### config.mk
export PLATFORM = sky130hd
export DESIGN_NAME = rssi_rise_time_classifier
export DESIGN_NICKNAME = d
export VERILOG_FILES = /design/src/hdl/rrtc_pkg.sv /design/src/hdl/rrtc_cfg_regs.sv /design/src/hdl/rrtc_update.sv /design/src/hdl/rssi_rise_time_classifier.sv
export SDC_FILE = /design/constraint.sdc
export NUM_CORES = 1
export LEC_CHECK = 0
export BUFFER_PORTS_ARGS = -buffer_cell sky130_fd_sc_hd__buf_2
export CAP_MARGIN = 20
export CORE_AREA = 2 2 87 152
export DETAILED_ROUTE_END_ITERATION = 8
export DIE_AREA = 0 0 89 154
export PLACE_DENSITY_LB_ADDON = 0.1
export SETUP_SLACK_MARGIN = 0.05
export SLEW_MARGIN = 5
export SYNTH_ARGS = -nofsm -noshare
export SYNTH_HDL_FRONTEND = slang
export SYNTH_HIERARCHICAL = 1
export SYNTH_SLANG_ARGS = --single-unit
### constraint.sdc
create_clock -name i_clk -period 5 [get_ports i_clk]
set_clock_uncertainty 0.2 [all_clocks]
set_input_delay 0.75 -clock i_clk [delete_from_list [all_inputs] [get_ports i_clk]]
set_output_delay 0.75 -clock i_clk [all_outputs]
set_load 0.05 [all_outputs]
### src/hdl/rrtc_pkg.sv
// Shared types, widths and constants for the RSSI rise-time classifier.
// No dependencies; used by every module of the block.
package rrtc_pkg;

    localparam int CH_W       = 2;
    localparam int RSSI_W     = 9;
    localparam int MARGIN_W   = 4;
    localparam int LIMIT_W    = 9;
    localparam int HOLD_W     = 8;
    localparam int RISE_W     = 10;
    localparam int STABLE_W   = 8;
    localparam int CLASS_W    = 2;
    localparam int CFG_IDX_W  = 3;
    localparam int CFG_DATA_W = 9;
    localparam int CMP_W      = RSSI_W + 2;

    localparam int S_TDATA_W  = 16;
    localparam int M_TDATA_W  = 8;

    localparam int NUM_CHANNELS_DEF = 2;

    localparam logic [RISE_W-1:0]   RISE_STEP   = RISE_W'(10);
    localparam logic [RISE_W-1:0]   RISE_CAP    = RISE_W'(500);
    localparam logic [STABLE_W-1:0] STABLE_MAX  = STABLE_W'(255);
    localparam logic [RSSI_W-1:0]   LEVEL_RESET = RSSI_W'(-127);

    localparam logic [MARGIN_W-1:0] MARGIN_RESET = MARGIN_W'(3);
    localparam logic [LIMIT_W-1:0]  FAST_RESET   = LIMIT_W'(50);
    localparam logic [LIMIT_W-1:0]  NORMAL_RESET = LIMIT_W'(200);
    localparam logic [HOLD_W-1:0]   HOLD_RESET   = HOLD_W'(3);

    typedef enum logic [CLASS_W-1:0] {
        CLASS_NOISE  = 2'd0,
        CLASS_FAST   = 2'd1,
        CLASS_NORMAL = 2'd2,
        CLASS_SLOW   = 2'd3
    } t_class;

    typedef enum logic [CFG_IDX_W-1:0] {
        REG_EDGE_MARGIN = 3'd0,
        REG_FAST_LIMIT  = 3'd1,
        REG_NORMAL_LIMIT = 3'd2,
        REG_NOISE_HOLD  = 3'd3
    } t_cfg_reg;

    typedef struct packed {
        logic [MARGIN_W-1:0] edge_margin;
        logic [LIMIT_W-1:0]  fast_limit;
        logic [LIMIT_W-1:0]  normal_limit;
        logic [HOLD_W-1:0]   noise_hold;
    } t_cfg;

    typedef struct packed {
        logic signed [RSSI_W-1:0] level;
        logic [RISE_W-1:0]        rise_time;
        logic [STABLE_W-1:0]      settle_count;
        t_class                   sig_class;
    } t_chan_state;

endpackage

### src/hdl/rrtc_cfg_regs.sv
// Configuration register file of the classifier: margin, limits, hold count.
// Depends on rrtc_pkg.
module rrtc_cfg_regs (
    input  logic                             i_clk,
    input  logic                             i_rst_n,
    input  logic                             i_cfg_valid,
    input  logic [rrtc_pkg::CFG_IDX_W-1:0]   i_cfg_index,
    input  logic [rrtc_pkg::CFG_DATA_W-1:0]  i_cfg_data,
    output rrtc_pkg::t_cfg                   o_cfg
);

    rrtc_pkg::t_cfg r_cfg;

    always_ff @(posedge i_clk) begin
        if (!i_rst_n) begin
            r_cfg.edge_margin  <= rrtc_pkg::MARGIN_RESET;
            r_cfg.fast_limit   <= rrtc_pkg::FAST_RESET;
            r_cfg.normal_limit <= rrtc_pkg::NORMAL_RESET;
            r_cfg.noise_hold   <= rrtc_pkg::HOLD_RESET;
        end else if (i_cfg_valid) begin
            unique case (rrtc_pkg::t_cfg_reg'(i_cfg_index))
                rrtc_pkg::REG_EDGE_MARGIN: begin
                    r_cfg.edge_margin <= i_cfg_data[rrtc_pkg::MARGIN_W-1:0];
                end
                rrtc_pkg::REG_FAST_LIMIT: begin
                    r_cfg.fast_limit <= i_cfg_data[rrtc_pkg::LIMIT_W-1:0];
                end
                rrtc_pkg::REG_NORMAL_LIMIT: begin
                    r_cfg.normal_limit <= i_cfg_data[rrtc_pkg::LIMIT_W-1:0];
                end
                rrtc_pkg::REG_NOISE_HOLD: begin
                    r_cfg.noise_hold <= i_cfg_data[rrtc_pkg::HOLD_W-1:0];
                end
                default: begin
                    // drop writes to unmapped indexes
                end
            endcase
        end
    end

    assign o_cfg = r_cfg;

endmodule

### src/hdl/rrtc_update.sv
// Next-state logic for one channel: rising / stable / falling decision,
// rise-time counting, classification and stable-count tracking. Depends on rrtc_pkg.
module rrtc_update (
    input  rrtc_pkg::t_cfg                    i_cfg,
    input  rrtc_pkg::t_chan_state             i_state,
    input  logic signed [rrtc_pkg::RSSI_W-1:0] i_rssi,
    output rrtc_pkg::t_chan_state             o_state
);

    logic signed [rrtc_pkg::CMP_W-1:0] x_ext;
    logic signed [rrtc_pkg::CMP_W-1:0] p_ext;
    logic signed [rrtc_pkg::CMP_W-1:0] m_ext;
    logic signed [rrtc_pkg::CMP_W-1:0] upper;
    logic signed [rrtc_pkg::CMP_W-1:0] lower;
    logic                              rising;
    logic                              stable;

    assign x_ext = rrtc_pkg::CMP_W'(i_rssi);
    assign p_ext = rrtc_pkg::CMP_W'(i_state.level);
    assign m_ext = $signed({{(rrtc_pkg::CMP_W - rrtc_pkg::MARGIN_W){1'b0}},
                            i_cfg.edge_margin});
    assign upper = p_ext + m_ext;
    assign lower = p_ext - m_ext;

    // equal to p+m is neither rising nor stable
    assign rising = x_ext > upper;
    assign stable = (x_ext > lower) && (x_ext < upper);

    always_comb begin
        o_state       = i_state;
        o_state.level = i_rssi;
        if (rising) begin
            if (i_state.rise_time == '0) begin
                o_state.rise_time = rrtc_pkg::RISE_STEP;
            end else if (i_state.rise_time < rrtc_pkg::RISE_CAP) begin
                o_state.rise_time = i_state.rise_time + rrtc_pkg::RISE_STEP;
            end
        end else if (stable) begin
            if (i_state.rise_time != '0) begin
                if (i_state.rise_time < rrtc_pkg::RISE_W'(i_cfg.fast_limit)) begin
                    o_state.sig_class = rrtc_pkg::CLASS_FAST;
                end else if (i_state.rise_time
                             < rrtc_pkg::RISE_W'(i_cfg.normal_limit)) begin
                    o_state.sig_class = rrtc_pkg::CLASS_NORMAL;
                end else begin
                    o_state.sig_class = rrtc_pkg::CLASS_SLOW;
                end
                if (i_state.settle_count < rrtc_pkg::STABLE_MAX) begin
                    o_state.settle_count = i_state.settle_count + 1'b1;
                end
            end
        end else begin
            if (i_state.settle_count < i_cfg.noise_hold) begin
                o_state.sig_class = rrtc_pkg::CLASS_NOISE;
            end
            o_state.rise_time = '0;
            if (i_state.settle_count != '0) begin
                o_state.settle_count = i_state.settle_count - 1'b1;
            end
        end
    end

endmodule

### src/hdl/rssi_rise_time_classifier.sv
// RSSI rise-time classifier: one result per sample, per-channel state in flops.
// The input register captures each sample; the state update and the result register
// then act in one step. Throughput: 1 sample per cycle while the result stream is not
// stalled, same channel back to back included. Synchronous active-low reset restores
// the register defaults and every channel to level -127 dBm, zero counts, noise.
// Depends on rrtc_pkg, rrtc_cfg_regs and rrtc_update.
module rssi_rise_time_classifier #(
    parameter int NUM_CHANNELS = rrtc_pkg::NUM_CHANNELS_DEF
) (
    input  logic                              i_clk,
    input  logic                              i_rst_n,
    // sample stream
    input  logic                              i_s_axis_tvalid,
    output logic                              o_s_axis_tready,
    // [1:0] channel, [10:2] rssi level, [15:11] zero
    input  logic [rrtc_pkg::S_TDATA_W-1:0]    i_s_axis_tdata,
    // result stream
    output logic                              o_m_axis_tvalid,
    input  logic                              i_m_axis_tready,
    // [1:0] signal_class, [2] channel_ignored, [7:3] zero
    output logic [rrtc_pkg::M_TDATA_W-1:0]    o_m_axis_tdata,
    // configuration writes
    input  logic                              i_cfg_valid,
    output logic                              o_cfg_ready,
    input  logic [rrtc_pkg::CFG_IDX_W-1:0]    i_cfg_index,
    input  logic [rrtc_pkg::CFG_DATA_W-1:0]   i_cfg_data
);

    localparam int CH_IDX_W  = (NUM_CHANNELS > 1) ? $clog2(NUM_CHANNELS) : 1;
    localparam int CH_CNT_W  = $clog2(NUM_CHANNELS + 1);
    localparam int CH_EXT_W  = (CH_CNT_W > rrtc_pkg::CH_W) ? CH_CNT_W : rrtc_pkg::CH_W;

    rrtc_pkg::t_cfg          cfg;
    rrtc_pkg::t_chan_state   r_state [NUM_CHANNELS];
    rrtc_pkg::t_chan_state   cur_state;
    rrtc_pkg::t_chan_state   n_state;

    logic                              r_in_valid;
    logic [rrtc_pkg::CH_W-1:0]         r_in_ch;
    logic signed [rrtc_pkg::RSSI_W-1:0] r_in_rssi;

    logic                              r_out_valid;
    rrtc_pkg::t_class                  r_out_class;
    logic                              r_out_ignored;

    logic [CH_EXT_W-1:0]               ch_ext;
    logic [CH_IDX_W-1:0]               ch_idx;
    logic                              ch_bad;
    logic                              advance;
    logic                              commit;

    rrtc_cfg_regs u_cfg (
        .i_clk       (i_clk),
        .i_rst_n     (i_rst_n),
        .i_cfg_valid (i_cfg_valid),
        .i_cfg_index (i_cfg_index),
        .i_cfg_data  (i_cfg_data),
        .o_cfg       (cfg)
    );

    assign o_cfg_ready = 1'b1;

    // result register frees when empty or when its transfer completes
    assign advance         = !r_out_valid || i_m_axis_tready;
    assign o_s_axis_tready = !r_in_valid || advance;
    assign commit          = r_in_valid && advance;

    assign ch_ext = CH_EXT_W'(r_in_ch);
    assign ch_idx = ch_ext[CH_IDX_W-1:0];
    assign ch_bad = ch_ext >= CH_EXT_W'(NUM_CHANNELS);

    assign cur_state = r_state[ch_idx];

    rrtc_update u_update (
        .i_cfg   (cfg),
        .i_state (cur_state),
        .i_rssi  (r_in_rssi),
        .o_state (n_state)
    );

    always_ff @(posedge i_clk) begin
        if (!i_rst_n) begin
            r_in_valid <= 1'b0;
        end else if (o_s_axis_tready) begin
            r_in_valid <= i_s_axis_tvalid;
        end
    end

    always_ff @(posedge i_clk) begin
        if (o_s_axis_tready && i_s_axis_tvalid) begin
            r_in_ch   <= i_s_axis_tdata[rrtc_pkg::CH_W-1:0];
            r_in_rssi <= $signed(i_s_axis_tdata[rrtc_pkg::CH_W +: rrtc_pkg::RSSI_W]);
        end
    end

    always_ff @(posedge i_clk) begin
        if (!i_rst_n) begin
            for (int i = 0; i < NUM_CHANNELS; i++) begin
                r_state[i].level        <= rrtc_pkg::LEVEL_RESET;
                r_state[i].rise_time    <= '0;
                r_state[i].settle_count <= '0;
                r_state[i].sig_class    <= rrtc_pkg::CLASS_NOISE;
            end
        end else if (commit && !ch_bad) begin
            r_state[ch_idx] <= n_state;
        end
    end

    always_ff @(posedge i_clk) begin
        if (!i_rst_n) begin
            r_out_valid <= 1'b0;
        end else if (advance) begin
            r_out_valid <= r_in_valid;
        end
    end

    always_ff @(posedge i_clk) begin
        if (commit) begin
            r_out_class   <= ch_bad ? rrtc_pkg::CLASS_NOISE : n_state.sig_class;
            r_out_ignored <= ch_bad;
        end
    end

    assign o_m_axis_tvalid = r_out_valid;
    assign o_m_axis_tdata  = {{(rrtc_pkg::M_TDATA_W - rrtc_pkg::CLASS_W - 1){1'b0}},
                              r_out_ignored, r_out_class};

endmodule
==> results of run 1 <==
-- per-layer routing --
layer	routed length, um	vias to the layer above	GRT usage (%)	share of wire [%]
met4	384	0	7.46	2.4
met3	481	30	3.01	3.0
met5	0	-	0	0
met2	9260	94	48.1	57
li1	-	2431	-	-
met1	6090	2490	26.6	38
-- logic make-up after synthesis --
group                      Yosys count
DFF                                105
and+or+nand+nor                    218
muxes                               62
buffers and inverters              102
adders and majority gates           57
other                                2
AOI/OAI and AO/OA                  106
xor gates and xnor gates            15
-- cells in the final DEF (no fill, tap or decap), drive strengths merged, types with 4 or more instances in the layout --
cell    synthesis  routed
conb            2       6
a211oi          5       5
nand3          15      15
clkbuf         22       9
mux2i          31      31
ha             55      55
nor4            4       4
nand2          48      48
nor4b          22      22
mux2           31      31
a21o            8       8
nand2b          7       7
and2            5       5
nor2           22      22
o21a            6       6
nor3b          35      35
xnor2           9       9
nor3            4       4
o21ai          24      24
buf            32      55
and3            5       5
dfxtp          33      33
xor2            6       6
o211ai          6       6
or3            11      11
inv            48      50
edfxtp         72      72
nor2b          23      23
a21oi          31      31
-- worst max-delay path: cells and delay by family, from the launching register on --
| family | cells | cell delay (ns) |
|---|---|---|
| and+or+nand+nor | 5 | 1.48 |
| AOI/OAI and AO/OA | 5 | 1.20 |
| adders and majority gates | 3 | 0.83 |
| DFF | 1 | 0.37 |
| muxes | 1 | 0.32 |
| buffers and inverters | 3 | 0.26 |
| xor gates and xnor gates | 1 | 0.12 |
-- power groups by stage --
| stage | Sequential [mW] | Clock (mW) | Combinational (mW) |
|---|---|---|---|
| floorplan | 0.999 | 0 | 0.337 |
| global placement | 1.00 | 0 | 0.437 |
| detailed placement | 1.00 | 0 | 0.451 |
| finish | 0.984 | 0.719 | 0.483 |
| global route | 0.988 | 0.761 | 0.533 |
| CTS | 0.984 | 0.730 | 0.455 |
-- worst paths after layout --
check	slack [ns]	to	depth (start not counted)
max	0.03	r_state[1][4]$_DFFE_PP_	18
min	0.26	u_cfg/o_cfg[16]$_SDFFE_PN0P_	2
max reg2reg	0.03	r_state[1][4]$_DFFE_PP_	18
min reg2reg	0.26	u_cfg/o_cfg[16]$_SDFFE_PN0P_	2
-- flip-flops by register name (all words and copies together), names as in the netlist, named ones only --
signal and flops:
r_out_ignored 1, r_out_class 2, o_m_axis_tvalid 1, r_state 58, u_cfg/o_cfg 30, r_in_rssi 9, ch_ext 2, r_in_valid 1
-- cell type report --
class	instances	area [um2]	share of cell area, %
Timing Repair Buffer	55	344	4.52
Inverter	48	183	2.40
Multi-Input combinational cell	464	3740	49.2
Tap cell	168	210	2.76
Clock inverter	7	77.6	1.02
Clock buffer	9	225	2.96
Sequential cell	105	2830	37.1
-- through the flow --
step	TNS (ns)	hold WS (ns)	utilization, %
floorplan	0	0.235	-
detailed placement	-0.680	0.249	57.1
global placement	0	0.246	57.1
CTS	0	0.260	59.7
finish	0	0.259	61.2
global route	-0.0828	0.276	61.2
-- what timing repair did --
item                                    in CTS  in global routing
resized for setup                            4                 38
hold buffers                                 0                  0
endpoints found under the setup margin      24                 38
pin swaps                                    1                 12
setup buffers                                0                  4
==> run summary, run 1 <==
Largest stage delay, worst path - 0.48 ns
Syn avg cell area - 10.2 um2
Clock power share - 32.9%
Final WL - 16200 um
Detail Route Antenna Nets - 0
Largest net degree at the start of global routing - 50
Top cell type's share of synthesized area - 31.7%
Synthesis-stage register bit count - 105
CP required - 4.96 ns
Tmin final - 4.97 ns
Area growth, synth to finish - 11.5%
Final-report setup violation count - 0
Final hold vios - 0
Crit path DAT - 4.93 ns
Post-Syn Area - 6830 um2
DIE AREA - 13700 um2
Number of global-route vias before repair - 5169
Outcome - complete, no violations
H-tree levels - 3
Largest family of logic cells by synthesized area - simple AND/OR/NAND/NOR gates
Top_reg_cell synth - edfxtp_1
Adder-cell share of the synthesized area - 10.7%
Post-Layout Cell Count - 856
Multiplexer share of the synthesized area - 9.66%
Fmax - 201 MHz
Starting density of the core - 54.9%
Max-cap violations - 0
Distinct cell type count after synthesis - 61
Die Span Y - 154 um
Simple-Gate Fraction of Synth Area - 19.1%
CP startpoint kind - flop
Asr flop ratio synth - 0%
Bufs on Longest Clock Path - 2
Global Route Usage Sum - 24.8%
GRT overflow - 0
Total core area - 12400 um2
# IOs - 44
Area post-placement - 7100 um2
Yosys top cell by area - edfxtp_1
Crit path capture type - flop
RSZ-0062 raised after global routing - true
Clock Root Buffer - clkbuf_16
Average via count per standard cell - 5.89
Pint - 1.56 mW
Clk_lat worst skew - 0.34 ns
Die width - 89 um
Nets - 773
Most frequent cell after synthesis - edfxtp_1
Sequential area share after synthesis - 41.3%
Synth Area in XOR/XNOR - 1.92%
Num rows - 54
Hold Crit Class - reg2reg
Final Wtd Congestion - 0.881
Pleak - 2.93 nW
Setup WS pre-CTS - -0.0828 ns
Crit-path slowest cell - or4_4
Synth top area cells - edfxtp_1 32%, ha_1 10%, dfxtp_1 9.7%, mux2_2 5.1%, mux2i_1 4.5%
Top cells by count, synth - 72 x edfxtp_1, 55 x ha_1, 48 x inv_1, 48 x nand2_1, 35 x nor3b_1
Via count - 5045
Starting DRT DRC Count - 253
Critical path class - reg2reg
YS warnings - 6
Worst Min Path Start - u_cfg/o_cfg[16]$_SDFFE_PN0P_
Power share of the combinational group - 22.1%
Total CTS buffers - 9
Worst-margin pin slew - 1.12 ns
Worst setup margin - 0.0312 ns
Switching share of power - 28.7%
Share of cells above drive strength 1 - 19.9%
Final period util - 99.4%
Pins Over Slew Limit - 0
Sequential share of power - 45.0%
Clock Sinks - 105
Drt pass-1 iters - 6
Design Power - 2.19 mW
TritonCTS clock tree - yes
Slew HR - 25.1%
PortBufs - 32
First-pass GRT wire length - 26000 um
DRC Markers - 0
CP Cell Sequence - mux2_4, inv_4, ha_4, inv_2, fa_2, a21oi_2, nor2b_1, or3_4, nor4_4, xnor2_1, ha_1, a2111o_1, a221oi_2, a211oi_4, buf_6, or4_4, a22oi_2, nor4b_4
Post-placement cell count - 837
Max Fanout on Critical Path - 6
Pwr dens - 287 nW/um2
IR drop worst, VDD - 0.181 mV
FILL cells - 1105
Initial antenna violation count - 0
Post-DP HPWL - 12000 um
Final Cell Area - 7610 um2
Synth Area in Compound Gates - 10.4%
Synth Instances - 667
Post-synth EDFFs - 72
Ant diodes - 0
Worst-path clk slew - 0.07 ns
Final routed wire length divided by cell count - 18.9 um
Switching power - 0.628 mW
No activity file was read; power rests on OpenSTA's default activity.
==> inputs of run 2 (changes only) <==
--- a/config.mk
+++ b/config.mk
@@ -7,9 +7,12 @@
 export LEC_CHECK = 0
 export BUFFER_PORTS_ARGS = -buffer_cell sky130_fd_sc_hd__buf_2
 export CAP_MARGIN = 20
-export CORE_AREA = 2 2 87 152
+export CELL_PAD_IN_SITES_DETAIL_PLACEMENT = 2
+export CELL_PAD_IN_SITES_GLOBAL_PLACEMENT = 2
+export CORE_AREA = 2 2 108 188
+export CTS_CLUSTER_SIZE = 40
 export DETAILED_ROUTE_END_ITERATION = 8
-export DIE_AREA = 0 0 89 154
+export DIE_AREA = 0 0 110 190
 export PLACE_DENSITY_LB_ADDON = 0.1
 export SETUP_SLACK_MARGIN = 0.05
 export SLEW_MARGIN = 5
==> run summary, run 2 (synthesis gave the netlist of run 1 again) <==
Hold path cells - 2
Util after Layout - 39.6%
Final WL - 19900 um
First-pass GRT wire length - 30700 um
IR drop worst, VDD - 0.174 mV
Drt pass-1 iters - 4
Met3 capacity usage during global routing - 3.01%
Most frequent cells in the layout - 72 x edfxtp_1, 54 x ha_1, 48 x inv_1, 48 x nand2_1
Final period util - 95.4%
Reg2reg path depth - 16
DIE AREA - 20900 um2
Largest stage delay, worst path - 0.48 ns
PortBufs - 32
Commonest non-fill, non-tap cell in the layout - edfxtp_1
H-tree levels - 3
Worst-path clk slew - 0.07 ns
Crit-path slowest cell - or4_4
Final setup TNS - 0 ns
CP most frequent cell - ha_1
Max FFs per register - 58
RSZ-0062 raised after global routing - true
Max-cap violations - 0
Reg-to-reg slack, setup - 0.23 ns
# IOs - 44
Die width - 110 um
Worst hold margin - 0.260 ns
Critical path class - reg2reg
Gr busiest metal - met2
Hold EP - u_cfg/o_cfg[6]$_SDFFE_PN0P_
Initial antenna violation count - 0
Final hold vios - 0
Outcome - complete, no violations
Crit path DAT - 4.74 ns
Pwr dens - 283 nW/um2
Ant diodes - 0
CP startpoint kind - flop
Starting DRT DRC Count - 168
CP required - 4.97 ns
Largest register by flop count - r_state
Post-DP HPWL - 15000 um
Largest net degree at the start of global routing - 63
Global routing usage on met1 - 19.9%
Crit path capture type - flop
Clock Sinks - 105
Bufs on Longest Clock Path - 2
TritonCTS clock tree - yes
Slew HR - 21.8%
Clock Root Buffer - clkbuf_16
Fmax - 210 MHz
Total core area - 19500 um2
Final routed wire length divided by cell count - 21.3 um
Clk_lat worst skew - 0.36 ns
Post-placement cell count - 918
Via count - 5081
Final-report setup violation count - 0
Max Fanout on Critical Path - 11
Design Power - 2.18 mW
Die Span Y - 190 um
CP bufs+invs - 1
Num rows - 68
Pins Over Slew Limit - 0
Number of global-route vias before repair - 5747
DRC Markers - 0
Average via count per standard cell - 5.42
GRT overflow - 0
Hold Crit Class - reg2reg
Post-Layout Cell Count - 937
Nets - 777
CP Cell Sequence - mux2_2, ha_1, a21oi_1, o21bai_1, a211o_1, nor3_4, xnor2_1, ha_1, a21o_1, a2111o_1, a221oi_2, a211oi_4, buf_12, or4_4, a22oi_2, nor4b_4
Global Route Usage Sum - 19.7%
Starting density of the core - 35.0%
Worst Min Path Start - u_cfg/o_cfg[6]$_SDFFE_PN0P_
Met2 Use GR - 39.4%
Worst-margin pin slew - 1.17 ns
Detail Route Antenna Nets - 0
Final Wtd Congestion - 0.828
Pleak - 2.94 nW
Tmin final - 4.77 ns
Worst R2R End - r_state[1][4]$_DFFE_PP_
Area growth, synth to finish - 13.0%
Total CTS buffers - 9
CP top delay family - compound AO/OA/AOI/OAI gates
Share of cells above drive strength 1 - 19.7%
==> run 2: cell count changes in the layout (fill, tap and decap cells not counted), moves of 2 or more <==
| cell | change |
|---|---|
| buf_4 | +4 |
| buf_6 | -2 |
| clkbuf_1 | +2 |
| clkbuf_8 | +2 |
| inv_1 | +2 |
| o41ai_1 | +2 |
| o41ai_2 | -2 |
==> run 2: power by group <==
| part | switching, mW | leakage [nW] | total (mW) | internal [mW] |
|---|---|---|---|---|
| registers | 0.0221 | 0.988 | 0.985 | 0.963 |
| logic | 0.300 | 1.82 | 0.514 | 0.214 |
| clock network | 0.322 | 0.131 | 0.685 | 0.363 |
| total | 0.645 | 2.94 | 2.18 | 1.54 |
==> run 2: worst min-delay path, cell delays in order (launching register included) <==
cell,delay (ns)
dfxtp_1,0.31
nand2_1,0.05
mux2i_1,0.05
==> run 2: worst max path at each step <==
stage | start | end | slack, ns | cells after the start
finish | flop | r_state[1][4]$_DFFE_PP_ | 0.23 | 16
global placement | flop | r_state[1][4]$_DFFE_PP_ | 0.09 | 18
detailed placement | flop | r_state[1][4]$_DFFE_PP_ | -0.1 | 20
CTS | flop | r_state[0][4]$_SDFFCE_PN0P_ | 0.07 | 17
floorplan | flop | r_state[1][0]$_DFFE_PP_ | 0.33 | 21
global route | flop | r_state[1][3]$_DFFE_PP_ | -0.003 | 20
==> run 2: metrics by stage <==
step	setup WS, ns	area (um2)
floorplan	0.332	6840
global placement	0.0942	7240
detailed placement	-0.0983	7240
CTS	0.0675	7560
global route	-0.00262	7720
finish	0.231	7720
==> run 2: metal layers <==
| metal | wire [um] | up-vias |
|---|---|---|
| met2 | 11700 | 50 |
| li1 | - | 2435 |
| met1 | 7500 | 2573 |
| met4 | 352 | 0 |
| met5 | 0 | - |
| met3 | 381 | 23 |
==> run 2: timing repair <==
action | in CTS | in global routing
endpoints found under the hold margin | 0 | 0
gates cloned | 0 | 1
buffers inserted | 0 | 2
endpoints found under the setup margin | 14 | 35
pin swaps | 0 | 4
resized for setup | 9 | 26
hold buffers | 0 | 0
==> run 2: final cells by class <==
cell class / count / area [um2]
inverters: 48 / 180
fillers: 2100 / 11800
clock buffers: 13 / 260
multi-input cells: 464 / 3730
flip-flops and latches: 105 / 2820
repair buffers: 59 / 397
well taps: 245 / 307
clock inverters: 3 / 15.0
